File: config.mk
export PLATFORM = sky130hd
export DESIGN_NAME = pss_ctrl
export DESIGN_NICKNAME = d
export VERILOG_FILES = /design/src/rtl/pss_pkg.sv /design/src/rtl/pss_ctrl.sv
export SDC_FILE = /design/constraint.sdc
export NUM_CORES = 1
export LEC_CHECK = 0
export ABC_AREA = 1
export BUFFER_PORTS_ARGS = -buffer_cell sky130_fd_sc_hd__buf_2
export CORE_AREA = 5 5 42 44
export DETAILED_ROUTE_END_ITERATION = 10
export DIE_AREA = 0 0 47 49
export PLACE_DENSITY = 0.41
export SYNTH_ARGS = -nofsm -noshare
export SYNTH_HDL_FRONTEND = slang
export SYNTH_SLANG_ARGS = --single-unit
File: constraint.sdc
create_clock -name i_clk -period 1.1 [get_ports i_clk]
set_clock_uncertainty 0.1 [all_clocks]
set_input_delay 0.11 -clock i_clk [delete_from_list [all_inputs] [get_ports i_clk]]
set_output_delay 0.11 -clock i_clk [all_outputs]
set_load 0.03 [all_outputs]
File: src/rtl/pss_pkg.sv
`timescale 1ns / 1ps
package pss_pkg;

    localparam logic [1:0]  OP_TICK    = 2'd0;
    localparam logic [1:0]  OP_PLUCK   = 2'd1;
    localparam logic [1:0]  OP_STOP    = 2'd2;

    localparam logic [14:0] PM_MULT    = 15'd16807;
    localparam logic [30:0] PM_MOD     = 31'h7FFF_FFFF;
    localparam logic [30:0] SEED_RESET = 31'd1;
    localparam logic [15:0] GAIN_RESET = 16'd32768;

    typedef struct packed {
        logic [1:0]  operation;
        logic [10:0] pluck_length;
        logic [15:0] pluck_magnitude;
    } t_in_item;

    typedef struct packed {
        logic signed [15:0] sample;
        logic               active;
    } t_out_item;

    typedef enum logic [2:0] {
        ST_IDLE,
        ST_TICK_MUL,
        ST_TICK_WB,
        ST_ZERO,
        ST_PLK_SEED,
        ST_PLK_MUL,
        ST_PLK_WR
    } t_state;

    typedef struct packed {
        logic load_pluck;
        logic seed_step;
        logic noise_mul;
        logic noise_wr;
        logic set_playing;
        logic clr_playing;
        logic tick_mul;
        logic tick_wr;
        logic out_zero;
    } t_cmd;

    typedef struct packed {
        logic fill_last;
        logic playing;
        logic out_full;
    } t_stat;

endpackage

File: src/rtl/pss_ctrl.sv
`timescale 1ns / 1ps
module pss_ctrl
    import pss_pkg::*;
(
    input  logic       i_clk,
    input  logic       i_rst_n,
    input  logic       i_in_valid,
    input  logic [1:0] i_operation,
    input  t_stat      i_stat,
    output logic       o_in_ready,
    output t_cmd       o_cmd
);

    t_state r_state;
    t_state n_state;

    always_ff @(posedge i_clk) begin
        if (!i_rst_n) begin
            r_state <= ST_IDLE;
        end else begin
            r_state <= n_state;
        end
    end

    always_comb begin
        n_state    = r_state;
        o_cmd      = '0;
        o_in_ready = 1'b0;
        unique case (r_state)
            ST_IDLE: begin
                o_in_ready = 1'b1;
                if (i_in_valid) begin
                    unique case (i_operation)
                        OP_TICK: begin
                            n_state = i_stat.playing ? ST_TICK_MUL : ST_ZERO;
                        end
                        OP_PLUCK: begin
                            o_cmd.load_pluck = 1'b1;
                            n_state          = ST_PLK_SEED;
                        end
                        OP_STOP: begin
                            o_cmd.clr_playing = 1'b1;
                        end
                        default: begin
                        end
                    endcase
                end
            end
            ST_TICK_MUL: begin
                o_cmd.tick_mul = 1'b1;
                n_state        = ST_TICK_WB;
            end
            ST_TICK_WB: begin
                if (!i_stat.out_full) begin
                    o_cmd.tick_wr = 1'b1;
                    n_state       = ST_IDLE;
                end
            end
            ST_ZERO: begin
                if (!i_stat.out_full) begin
                    o_cmd.out_zero = 1'b1;
                    n_state        = ST_IDLE;
                end
            end
            ST_PLK_SEED: begin
                o_cmd.seed_step = 1'b1;
                n_state         = ST_PLK_MUL;
            end
            ST_PLK_MUL: begin
                o_cmd.noise_mul = 1'b1;
                n_state         = ST_PLK_WR;
            end
            ST_PLK_WR: begin
                o_cmd.noise_wr = 1'b1;
                if (i_stat.fill_last) begin
                    o_cmd.set_playing = 1'b1;
                    n_state           = ST_IDLE;
                end else begin
                    n_state = ST_PLK_SEED;
                end
            end
            default: begin
                n_state = ST_IDLE;
            end
        endcase
    end

endmodule

==> reports/summary.log, run 1 <==
INFO  sta            final.setup.tns=-2140ps
INFO  sta            finalWorstSetupSlack=-253ps
INFO  power          overall_power=1.80mW
INFO  logic_synthesis synth_xor_xnor_area_share=0%
INFO  power          powerDensity=2690nW/µm²
INFO  floorplanning  ios=18
INFO  logic_synthesis muxShareOfSynthArea=0%
INFO  final_layout   antenna_cells_inserted=0
INFO  detailed_routing drc=0
INFO  grt            grt_first_pass_wirelength=1550µm
INFO  sta            grt_setup_unrepaired=yes
INFO  grt            number_of_global_route_vias_before_repair=412
INFO  floorplanning  initial_core_util=17.9%
INFO  logic_synthesis synth_async_sr_flop_share=0%
INFO  logic_synthesis synth_simple_gate_area_share=47.0%
INFO  logic_synthesis yosys_warnings=0
INFO  power          clkPwrFrac=10.7%
INFO  placement      place.gp.congestion=0.735
INFO  logic_synthesis yosys.area.top_type_share=24.0%
INFO  critical_path  worst-setup-path-type=reg2out
INFO  clock_tree     clk_latency=230ps
INFO  worst_hold_path worst_hold_path_type=in2reg
INFO  detailed_routing via_count=395
INFO  outcome        violations=negative setup slack
INFO  grt            number_of_antenna_violations_at_the_first_check_in_global_routing=0
INFO  grt            grt_start_max_net_pins=8
INFO  detailed_routing drt-initial-drc-count=4
INFO  power          power.switching_fraction=46.3%
INFO  power          p_int=0.969mW
INFO  logic_synthesis synth-compound-area-share=14.0%
INFO  floorplanning  fp-row-count=14
INFO  placement      standard_cell_area_after_detailed_placement=487µm²
INFO  logic_synthesis synth_top_family_by_area=simple AND/OR/NAND/NOR gates
INFO  power          max-vdd-ir-drop=1.12mV
INFO  clock_tree     number_of_h_tree_levels=1
INFO  logic_synthesis ys_flop_type=sky130_fd_sc_hd__dfxtp_1
INFO  placement      dp_hpwl=721µm
INFO  sta            timing.final.max_slew_violations=0
INFO  grt            gr_overflow_total=0
INFO  final_layout   final_core_utilization=47.8%
INFO  clock_tree     cts_tree=yes
INFO  critical_path  worst-endpoint-required=890ps
INFO  final_layout   post_synthesis_to_final_layout_area_growth=168%
INFO  floorplanning  chipHeight=49µm
INFO  clock_tree     worst_setup_hold_path_clk_slew=40ps
INFO  logic_synthesis synth_adder_area_share=0%
INFO  power          power.share.combinational=78.3%
INFO  logic_synthesis synth_top_area_cell=sky130_fd_sc_hd__dfxtp_1
INFO  sta            holdWs=35.5ps
INFO  clock_tree     cts.hold.buffers_added=0
INFO  detailed_routing routedWlPerCell=9.45µm
INFO  critical_path  critPathLaunchType=flop
INFO  detailed_routing final_antenna_net_count=0
INFO  detailed_routing drt_pass1_iterations=3
INFO  logic_synthesis synth_commonest_cells=sky130_fd_sc_hd__nor2_1 (8), sky130_fd_sc_hd__nand2_1 (7), sky130_fd_sc_hd__inv_1 (5), sky130_fd_sc_hd__inv_2 (5), sky130_fd_sc_hd__nand3_1 (5)
INFO  final_layout   top_regs=r_state: 3 flops
INFO  final_layout   largest-register=r_state
INFO  sta            maxClockFrequency=739MHz
INFO  worst_hold_path holdPathStages=3
INFO  sta            period_needed=1350ps
INFO  logic_synthesis synth_cell_area=250µm²
INFO  clock_tree     clock_path_buffers=2
INFO  run            max-cap-violations=0
INFO  floorplanning  design.die.area=2300µm²
INFO  clock_tree     cts_inserted_buffers=3
INFO  final_layout   finalInstanceArea=669µm²
INFO  logic_synthesis postSynthCellCount=45
INFO  logic_synthesis ys_types=14
INFO  critical_path  r2r_cells=8
INFO  clock_tree     cts_num_sinks=3
INFO  sta            hold_violations=0
INFO  sta            post-route-period-util=123%
INFO  power          leakage=0.322nW
INFO  logic_synthesis syn_avg_cell_area=5.56µm²
INFO  grt            grtUsageTotal=8.79%
INFO  power          pwr-share-seq=11.0%
INFO  sta            remaining_max_slew_budget_at_the_tightest_pin=84.5%
INFO  sta            report.final.setup_viol=12
INFO  logic_synthesis ys_seq_elements=3
INFO  critical_path  cp-end-kind=output pin
INFO  logic_synthesis syn_nets=53
INFO  final_layout   fillers=146
INFO  critical_path  path_max_fanout=3
INFO  critical_path  crit_arrival=1140ps
INFO  detailed_routing routed_via_density=4.16
INFO  floorplanning  core-area=1400µm²
INFO  floorplanning  die_width=47µm
INFO  logic_synthesis ys_top_cells_by_area=sky130_fd_sc_hd__dfxtp_1 (24%), sky130_fd_sc_hd__nor2_1 (12%), sky130_fd_sc_hd__nand2_1 (11%)
INFO  clock_tree     clk_root_buffer_cell=sky130_fd_sc_hd__clkbuf_4
INFO  final_layout   num-nets-final=88
INFO  sta            worst-slew-pin-transition=231ps
INFO  logic_synthesis synth_seq_area_share=24.0%
INFO  outcome        result_of_the_run=finished, violations left
INFO  placement      portBuffers=17
INFO  final_layout   largest_reg_flops=3
INFO  detailed_routing drt-total-wl=898µm
INFO  power          switching_power=0.834mW
INFO  final_layout   final_layout_size_suffix_gt1_share=75.9%
INFO  logic_synthesis post-synth-top-count-cell=sky130_fd_sc_hd__nor2_1
INFO  logic_synthesis synth_edf_count=0
[metal layers]
| layer | vias up | track usage [%] | part of all wire, % |
|---|---|---|---|
| met4 | 0 | 2.76 | 0 |
| met2 | 7 | 14.7 | 51 |
| met5 | - | 0 | 0 |
| met1 | 175 | 9.85 | 43 |
| met3 | 0 | 3.32 | 5.6 |
| li1 | 213 | - | - |
[kinds of logic after synthesis]
| kind of cell | after synthesis |
|---|---|
| flip-flops | 3 |
| AO/OA/AOI/OAI | 6 |
| AND/OR/NAND/NOR | 26 |
| buffers and inverters | 10 |
[worst paths after layout]
path | from | endpoint | slack, ps
max | r_state[1] | o_cmd[3] | -250
min reg2reg | r_state[1] | r_state[2] | 600
max reg2reg | r_state[0] | r_state[1] | -70
min | i_rst_n | r_state[1] | 40
[placed cells by master, fill, tap and decap left out, types with 2 or more instances in the layout]
cell type                  instances
sky130_fd_sc_hd__nand2_1           4
sky130_fd_sc_hd__nand2_4           2
sky130_fd_sc_hd__nand3_1           2
sky130_fd_sc_hd__nor2_1            3
sky130_fd_sc_hd__buf_2             7
sky130_fd_sc_hd__buf_4            13
sky130_fd_sc_hd__nor4_4            2
sky130_fd_sc_hd__inv_2             5
sky130_fd_sc_hd__nor2_4            5
sky130_fd_sc_hd__dfxtp_2           2
sky130_fd_sc_hd__buf_6            10
sky130_fd_sc_hd__nand2_2           2
sky130_fd_sc_hd__inv_1             5
sky130_fd_sc_hd__clkbuf_4          3
sky130_fd_sc_hd__nand3_2           3
[per-stage QoR]
| stage | instances | worst slack (ps) |
|---|---|---|
| 2_1_floorplan | 45 | -274 |
| 3_3_place_gp | 88 | -120 |
| 3_5_place_dp | 88 | -151 |
| 4_1_cts | 95 | -267 |
| 5_1_grt | 95 | -325 |
| 6_report | 95 | -253 |
[power by group through the flow]
| stage | Combinational (mW) | Sequential, mW | Clock (mW) |
|---|---|---|---|
| 6_report | 1.41 | 0.199 | 0.193 |
| 3_5_place_dp | 0.951 | 0.198 | 0 |
| 5_1_grt | 1.53 | 0.206 | 0.218 |
| 4_1_cts | 1.35 | 0.196 | 0.197 |
| 3_3_place_gp | 0.955 | 0.200 | 0 |
| 2_1_floorplan | 0.556 | 0.212 | 0 |
[worst max-delay path, cell delays in order (launching register included)]
cell and delay, ps:
sky130_fd_sc_hd__dfxtp_2 310, sky130_fd_sc_hd__inv_2 70, sky130_fd_sc_hd__nand2_4 60, sky130_fd_sc_hd__nor2_4 90, sky130_fd_sc_hd__inv_2 70, sky130_fd_sc_hd__nor4_4 150
sky130_fd_sc_hd__buf_6 170
[layout make-up]
type                       instances  area, µm²  share of cell area, %
tap                               16       20.0                   2.99
multi-input combinational         32        274                   40.9
timing repair buffer              30        245                   36.6
clock buffer                       4       26.3                   3.93
inverter                          10       37.5                   5.61
sequential                         3       66.3                   9.91
[timing repair]
item	CTS	global route
resized for setup	31	8
hold endpoints to repair	0	0
setup endpoints to repair	13	13
setup buffers	3	0
pin swaps	7	2
Power figures use the tool's default switching activity.
==> run 2, diff against run 1 <==
- ABC_AREA: 1 -> default
- PLACE_DENSITY: 0.41 -> 0.44
==> reports/summary.log, run 2 <==
INFO  sta            worst-slew-pin-transition=179ps [-52.0 ps]
INFO  logic_synthesis synth-compound-area-share=12.1% [-1.9 points]
INFO  clock_tree     clk_latency=240ps [about the same]
INFO  clock_tree     cts_inserted_buffers=3 [unchanged]
INFO  logic_synthesis syn_avg_cell_area=9.36µm² [+68%]
INFO  sta            post-route-period-util=125% [+1.6 points]
INFO  power          power.switching_fraction=33.0% [-13 points]
INFO  logic_synthesis synth_seq_area_share=20.7% [-3.3 points]
INFO  final_layout   finalInstanceArea=563µm² [-16%]
INFO  detailed_routing final_antenna_net_count=0 [unchanged]
INFO  clock_tree     worst_setup_hold_path_clk_slew=40ps [about the same]
INFO  critical_path  r2r_cells=5 [-3]
INFO  logic_synthesis synth_commonest_cells=sky130_fd_sc_hd__dfxtp_1 (3), sky130_fd_sc_hd__nand2_1 (3)
INFO  critical_path  worst-endpoint-required=890ps [about the same]
INFO  critical_path  crit_arrival=1160ps [+20 ps]
INFO  grt            number_of_antenna_violations_at_the_first_check_in_global_routing=0 [unchanged]
INFO  final_layout   num-nets-final=67 [-24%]
INFO  logic_synthesis ys_types=21 [+7]
INFO  placement      dp_slack=-119ps [+31.9 ps]
INFO  placement      portBuffers=17 [unchanged]
INFO  sta            hold_violations=0 [unchanged]
INFO  power          clkPwrFrac=37.7% [+27 points]
INFO  logic_synthesis muxShareOfSynthArea=0% [unchanged]
INFO  detailed_routing routed_via_density=4.32 [+4.0%]
INFO  logic_synthesis yosys.area.top_type_share=20.7% [-3.3 points]
INFO  critical_path  worstReg2RegStart=r_state[0]
INFO  sta            finalWorstSetupSlack=-270ps [-17.2 ps]
INFO  sta            report.final.setup_viol=10 [-2]
INFO  critical_path  cp-end-kind=output pin
INFO  grt            grt_first_pass_wirelength=1260µm [-19%]
INFO  detailed_routing drc=0 [unchanged]
INFO  final_layout   antenna_cells_inserted=0 [unchanged]
INFO  logic_synthesis ys_top_cells_by_area=sky130_fd_sc_hd__dfxtp_1 (21%), sky130_fd_sc_hd__buf_6 (7.8%), sky130_fd_sc_hd__and4b_1 (6.9%)
INFO  final_layout   largest_reg_flops=3 [unchanged]
INFO  grt            gr_overflow_total=0 [unchanged]
INFO  sta            grt_setup_unrepaired=yes
INFO  grt            grt_start_max_net_pins=7 [-1]
INFO  sta            period_needed=1370ps [+17.2 ps]
INFO  final_layout   most-common-layout-cells=sky130_fd_sc_hd__buf_6 (10), sky130_fd_sc_hd__buf_2 (8), sky130_fd_sc_hd__buf_4 (8)
INFO  run            max-cap-violations=0 [unchanged]
INFO  placement      place.detailed.instances=70 [-20%]
INFO  final_layout   largest-register=r_state
INFO  logic_synthesis ys_flop_type=sky130_fd_sc_hd__dfxtp_1
INFO  detailed_routing via_count=320 [-19%]
INFO  floorplanning  core-area=1400µm² [unchanged]
INFO  floorplanning  initial_core_util=20.7% [+2.9 points]
INFO  floorplanning  chipHeight=49µm [unchanged]
INFO  detailed_routing routedWlPerCell=10.2µm [+8.4%]
INFO  clock_tree     cts_num_sinks=3 [unchanged]
INFO  logic_synthesis syn_nets=39 [-26%]
INFO  logic_synthesis synth_xor_xnor_area_share=0% [unchanged]
INFO  critical_path  path_max_fanout=6 [+3]
INFO  final_layout   final_core_utilization=40.2% [-7.6 points]
INFO  detailed_routing drt-total-wl=758µm [-16%]
INFO  logic_synthesis synth_adder_area_share=0% [unchanged]
INFO  grt            grtUsageTotal=7.67% [-1.1 points]
INFO  floorplanning  design.die.area=2300µm² [unchanged]
INFO  final_layout   final_layout_size_suffix_gt1_share=81.0% [+5.1 points]
INFO  logic_synthesis postSynthCellCount=31 [-31%]
INFO  detailed_routing drt_pass1_iterations=2 [-1]
INFO  logic_synthesis synth_async_sr_flop_share=0% [unchanged]
INFO  final_layout   mostFrequentLayoutCell=sky130_fd_sc_hd__buf_6
INFO  power          pwr-share-seq=24.4% [+13 points]
INFO  power          p_int=0.356mW [-63%]
INFO  floorplanning  fp-row-count=14 [unchanged]
INFO  power          power.share.combinational=37.9% [-40 points]
INFO  logic_synthesis synth_cell_area=290µm² [+16%]
INFO  worst_hold_path worst_hold_path_type=in2reg
INFO  clock_tree     number_of_h_tree_levels=1 [unchanged]
INFO  final_layout   post_layout_nonfiller_instances=74 [-22%]
INFO  critical_path  worst-setup-path-type=reg2out
INFO  placement      standard_cell_area_after_detailed_placement=454µm² [-6.7%]
INFO  grt            number_of_global_route_vias_before_repair=305 [-26%]
INFO  clock_tree     cts.hold.buffers_added=0 [unchanged]
INFO  logic_synthesis ys_seq_elements=3 [unchanged]
INFO  floorplanning  die_width=47µm [unchanged]
INFO  clock_tree     cts_tree=yes
INFO  outcome        violations=negative setup slack
INFO  sta            final.setup.tns=-2030ps [+111 ps]
INFO  sta            timing.final.max_slew_violations=0 [unchanged]
INFO  critical_path  crit_path_end=o_cmd[1]
INFO  sta            maxClockFrequency=730MHz [-1.3%]
INFO  logic_synthesis synth_simple_gate_area_share=55.6% [+8.6 points]
INFO  sta            remaining_max_slew_budget_at_the_tightest_pin=88.0% [+3.6 points]
INFO  logic_synthesis synth_top_area_cell=sky130_fd_sc_hd__dfxtp_1
INFO  critical_path  critPathLaunchType=flop
INFO  power          leakage=0.256nW [-21%]
INFO  power          powerDensity=943nW/µm² [-65%]
INFO  logic_synthesis synth_top_family_by_area=simple AND/OR/NAND/NOR gates
INFO  final_layout   top_regs=r_state: 3 flops
INFO  final_layout   post_synthesis_to_final_layout_area_growth=94.0%
INFO  floorplanning  ios=18 [unchanged]
INFO  clock_tree     clk_root_buffer_cell=sky130_fd_sc_hd__clkbuf_4
INFO  critical_path  critical_path.reg2reg.endpoint=r_state[2]
INFO  detailed_routing drt-initial-drc-count=2 [-2]
INFO  logic_synthesis synth_edf_count=0 [unchanged]
INFO  logic_synthesis yosys_warnings=0 [unchanged]
INFO  outcome        result_of_the_run=finished, violations left
INFO  power          max-vdd-ir-drop=0.676mV [-40%]
INFO  clock_tree     clock_path_buffers=2 [unchanged]
INFO  critical_path  timing.critical_path.from=r_state[0]
INFO  placement      place.gp.congestion=0.720 [-2.1%]
INFO  critical_path  ff2ff_setup_slack=30ps [+100 ps]
INFO  placement      dp_hpwl=594µm [-18%]
INFO  power          switching_power=0.175mW [-79%]
## run 2: cell types whose count changed after synthesis, sizes merged, moves of 2 or more
cell and change:
nand4b +2, buf +3, inv -9, nand2 -5, nand3 -5, nor3b +2, nor4 -3, nor2 -6
and4b +2, and2 +2
## run 2: area by class of cell
class	count	area, µm²
Clock buffer	4	26.3
Fill cell	143	838
Inverter	1	3.75
Multi-Input combinational cell	24	231
Sequential cell	3	68.8
Tap cell	16	20.0
Timing Repair Buffer	26	213
## run 2: cells by family after synthesis
group / count (synthesis)
simple gates: 19
flops: 3
compound gates: 5
buf+inv: 4
## run 2: power by group through the flow
| stage | sequential, mW | combinational, mW | clock, mW |
|---|---|---|---|
| 2_1_floorplan | 0.123 | 0.117 | 0 |
| 3_3_place_gp | 0.132 | 0.177 | 0 |
| 3_5_place_dp | 0.132 | 0.174 | 0 |
| 4_1_cts | 0.130 | 0.192 | 0.210 |
| 5_1_grt | 0.132 | 0.217 | 0.226 |
| 6_report | 0.130 | 0.201 | 0.200 |
## run 2: worst min path at each step
| stage | to | startpoint | depth (start not counted) | slack (ps) |
|---|---|---|---|---|
| 6_report | r_state[1] | i_stat[1] | 4 | 40 |
| 5_1_grt | r_state[1] | i_stat[1] | 4 | 50 |
| 4_1_cts | r_state[1] | i_stat[1] | 4 | 30 |
| 3_5_place_dp | r_state[2] | i_rst_n | 3 | 280 |
| 3_3_place_gp | r_state[1] | i_stat[1] | 4 | 290 |
| 2_1_floorplan | r_state[2] | i_in_valid | 2 | 170 |
## run 2: worst max-delay path, stage by stage, from the launching register on
cell and delay, ps:
sky130_fd_sc_hd__dfxtp_4 360, sky130_fd_sc_hd__buf_6 120, sky130_fd_sc_hd__nor4b_4 250, sky130_fd_sc_hd__buf_4 190
## run 2: timing repair
item                       4_1_cts  5_1_grt
pin swaps                        6        5
setup buffers                    0        0
gates resized for setup         22        5
setup endpoints to repair       13       13
## run 2: routing by layer
metal	global-route usage, %	share of wire [%]	up-vias
met1	9.19	41	142
met5	0	0	-
met2	10.2	52	12
li1	-	-	166
met3	5.90	7.3	0
met4	2.76	0	0
## run 2: metrics by stage
step | total power [mW] | hold WS (ps)
detailed placement | 0.305 | 283
floorplan | 0.240 | 166
global route | 0.575 | 54.2
global placement | 0.308 | 294
finish | 0.531 | 35.3
CTS | 0.532 | 25.7
==> run 3, diff against run 2 <==
- CTS_BUF_LIST: default -> sky130_fd_sc_hd__clkbuf_4 sky130_fd_sc_hd__clkbuf_8
- MAX_ROUTING_LAYER: default -> met4
==> reports/summary.log, run 3 (synthesized netlist as in run 2, its figures left out) <==
INFO  sta            maxClockFrequency=731MHz [+0.15%]
INFO  detailed_routing met2_wirelength=389µm [-1.3%]
INFO  critical_path  worst-endpoint-required=890ps [about the same]
INFO  outcome        result_of_the_run=finished, violations left
INFO  grt            grt_start_max_net_pins=7 [unchanged]
INFO  final_layout   top_regs=r_state: 3 flops
INFO  floorplanning  core-area=1400µm² [unchanged]
INFO  sta            timing.final.max_slew_violations=0 [unchanged]
INFO  detailed_routing final_antenna_net_count=0 [unchanged]
INFO  detailed_routing via_count=323 [+0.94%]
INFO  power          max-vdd-ir-drop=0.704mV [+4.1%]
INFO  floorplanning  design.die.area=2300µm² [unchanged]
INFO  sta            grt_setup_unrepaired=yes
INFO  critical_path  sequence_of_cells_on_the_critical_path=nor3_4 > and4b_2 > buf_6
INFO  clock_tree     cts_inserted_buffers=3 [unchanged]
INFO  floorplanning  die_width=47µm [unchanged]
INFO  detailed_routing drc=0 [unchanged]
INFO  clock_tree     clock_path_buffers=2 [unchanged]
INFO  clock_tree     cts_num_sinks=3 [unchanged]
INFO  detailed_routing routedWlPerCell=10.1µm [-0.92%]
INFO  floorplanning  fp-row-count=14 [unchanged]
INFO  sta            hold_violations=0 [unchanged]
INFO  grt            number_of_global_route_vias_before_repair=304 [-0.33%]
INFO  final_layout   num-nets-final=67 [unchanged]
INFO  sta            finalWorstSetupSlack=-268ps [+2.11 ps]
INFO  run            max-cap-violations=0 [unchanged]
INFO  critical_path  cp.buffers_inverters=1 [-1]
INFO  sta            remaining_max_slew_budget_at_the_tightest_pin=88.0% [unchanged]
INFO  critical_path  timing.critical_path.max_delay_family=simple AND/OR/NAND/NOR gates
INFO  final_layout   most-common-layout-cells=sky130_fd_sc_hd__buf_6 (10), sky130_fd_sc_hd__buf_2 (8), sky130_fd_sc_hd__buf_4 (8)
INFO  grt            number_of_antenna_violations_at_the_first_check_in_global_routing=0 [unchanged]
INFO  sta            post-route-period-util=124% [-0.19 points]
INFO  outcome        violations=negative setup slack
INFO  grt            grtUsageTotal=7.86% [+0.19 points]
INFO  final_layout   final_layout_size_suffix_gt1_share=82.8% [+1.7 points]
INFO  placement      dp_hpwl=594µm [unchanged]
INFO  critical_path  worst-setup-path-type=reg2out
INFO  sta            holdWs=37.1ps [+1.78 ps]
INFO  sta            report.final.setup_viol=10 [unchanged]
INFO  floorplanning  chipHeight=49µm [unchanged]
INFO  placement      place.gp.congestion=0.728 [+1.2%]
INFO  power          leakage=0.259nW [+1.3%]
INFO  critical_path  critPathLaunchType=flop
INFO  critical_path  cp-end-kind=output pin
INFO  clock_tree     clk_root_buffer_cell=sky130_fd_sc_hd__clkbuf_4
INFO  power          overall_power=0.551mW [+3.7%]
INFO  floorplanning  ios=18 [unchanged]
INFO  worst_hold_path worst_hold_path_type=in2reg
INFO  detailed_routing routed_via_density=4.36 [+0.94%]
INFO  sta            period_needed=1370ps [-2.11 ps]
INFO  clock_tree     worst_setup_hold_path_clk_slew=40ps [about the same]
INFO  clock_tree     clk_latency=230ps [about the same]
INFO  placement      portBuffers=17 [unchanged]
INFO  critical_path  critical-path-max-stage-delay=340ps [-20 ps]
INFO  final_layout   largest-register=r_state
INFO  final_layout   post_layout_nonfiller_instances=74 [unchanged]
INFO  floorplanning  initial_core_util=20.7% [unchanged]
INFO  critical_path  timing.critical_path.slowest_stage_cell=sky130_fd_sc_hd__dfxtp_2
INFO  clock_tree     cts.hold.buffers_added=0 [unchanged]
INFO  final_layout   largest_reg_flops=3 [unchanged]
INFO  critical_path  crit_arrival=1160ps [about the same]
INFO  detailed_routing drt-total-wl=751µm [-0.92%]
INFO  critical_path  path_max_fanout=4 [-2]
INFO  final_layout   storage_cell_area=68.8µm² [unchanged]
INFO  sta            worst-slew-pin-transition=179ps [unchanged]
INFO  final_layout   fillers=144 [+0.70%]
INFO  detailed_routing drt-initial-drc-count=2 [unchanged]
INFO  detailed_routing met3WireLength=55µm [unchanged]
INFO  detailed_routing top_layer_used=met3
INFO  final_layout   mostFrequentLayoutCell=sky130_fd_sc_hd__buf_6
INFO  final_layout   post_synthesis_to_final_layout_area_growth=95.3%
INFO  placement      dp_slack=-119ps [unchanged]
INFO  detailed_routing drt-met1-wl=306µm [-0.65%]
INFO  clock_tree     cts_tree=yes
INFO  clock_tree     number_of_h_tree_levels=1 [unchanged]
INFO  sta            final.setup.tns=-2000ps [+33.2 ps]
INFO  final_layout   multi_input_area=231µm² [unchanged]
INFO  grt            gr_overflow_total=0 [unchanged]
INFO  final_layout   antenna_cells_inserted=0 [unchanged]
INFO  grt            grt_first_pass_wirelength=1260µm [unchanged]
INFO  detailed_routing drt_pass1_iterations=2 [unchanged]
INFO  placement      place.detailed.instances=70 [unchanged]
INFO  power          powerDensity=972nW/µm² [+3.0%]
## run 3: cell counts in the layout (fill, tap and decap cells not counted)
No cell type changed its count.
## run 3: final cells by class
class | instances | share of cell area (%)
clock buffers | 4 | 5.30
inverters | 1 | 0.662
multi-input cells | 24 | 40.8
flip-flops and latches | 3 | 12.1
well taps | 16 | 3.53
repair buffers | 26 | 37.5
## run 3: final timing paths
kind	from	end	slack, ps	cells past startpoint
worst max-delay path	r_state[1]	o_cmd[3]	-270	3
worst max register to register	r_state[0]	r_state[2]	40	5
worst min-delay path	i_stat[1]	r_state[1]	40	4
worst min register to register	r_state[2]	r_state[1]	490	2
## run 3: metal layers
metal | up-vias | GRT usage, %
met2 | 12 | 10.2
li1 | 167 | -
met1 | 144 | 9.41
met5 | - | -
met3 | 0 | 5.54
met4 | 0 | 2.76
## run 3: worst register-to-register path: stages, from the launching register on
cell and delay [ps]:
sky130_fd_sc_hd__dfxtp_4 360, sky130_fd_sc_hd__buf_6 130, sky130_fd_sc_hd__nor2_4 100, sky130_fd_sc_hd__buf_6 110, sky130_fd_sc_hd__nand4b_1 80, sky130_fd_sc_hd__a21oi_1 120
## run 3: metrics by stage
stage / utilization (%) / instance area [µm²]
final: 40.4 / 567
after floorplan: - / 312
after global routing: 40.4 / 567
after detailed placement: 32.4 / 454
after global placement: 32.4 / 454
after CTS: 39.1 / 548
## run 3: repair_timing
| item | CTS | global route |
|---|---|---|
| setup buffers | 0 | 0 |
| resized for setup | 22 | 5 |
| pin swaps | 6 | 5 |
| setup endpoints to repair | 13 | 13 |
## run 3: report_power, final
part / total, mW / switching (mW) / internal, mW / leakage (nW)
clock network: 0.220 / 0.0593 / 0.161 / 0.0184
logic: 0.201 / 0.0978 / 0.103 / 0.214
registers: 0.130 / 0.0135 / 0.116 / 0.0264
total: 0.551 / 0.171 / 0.380 / 0.259
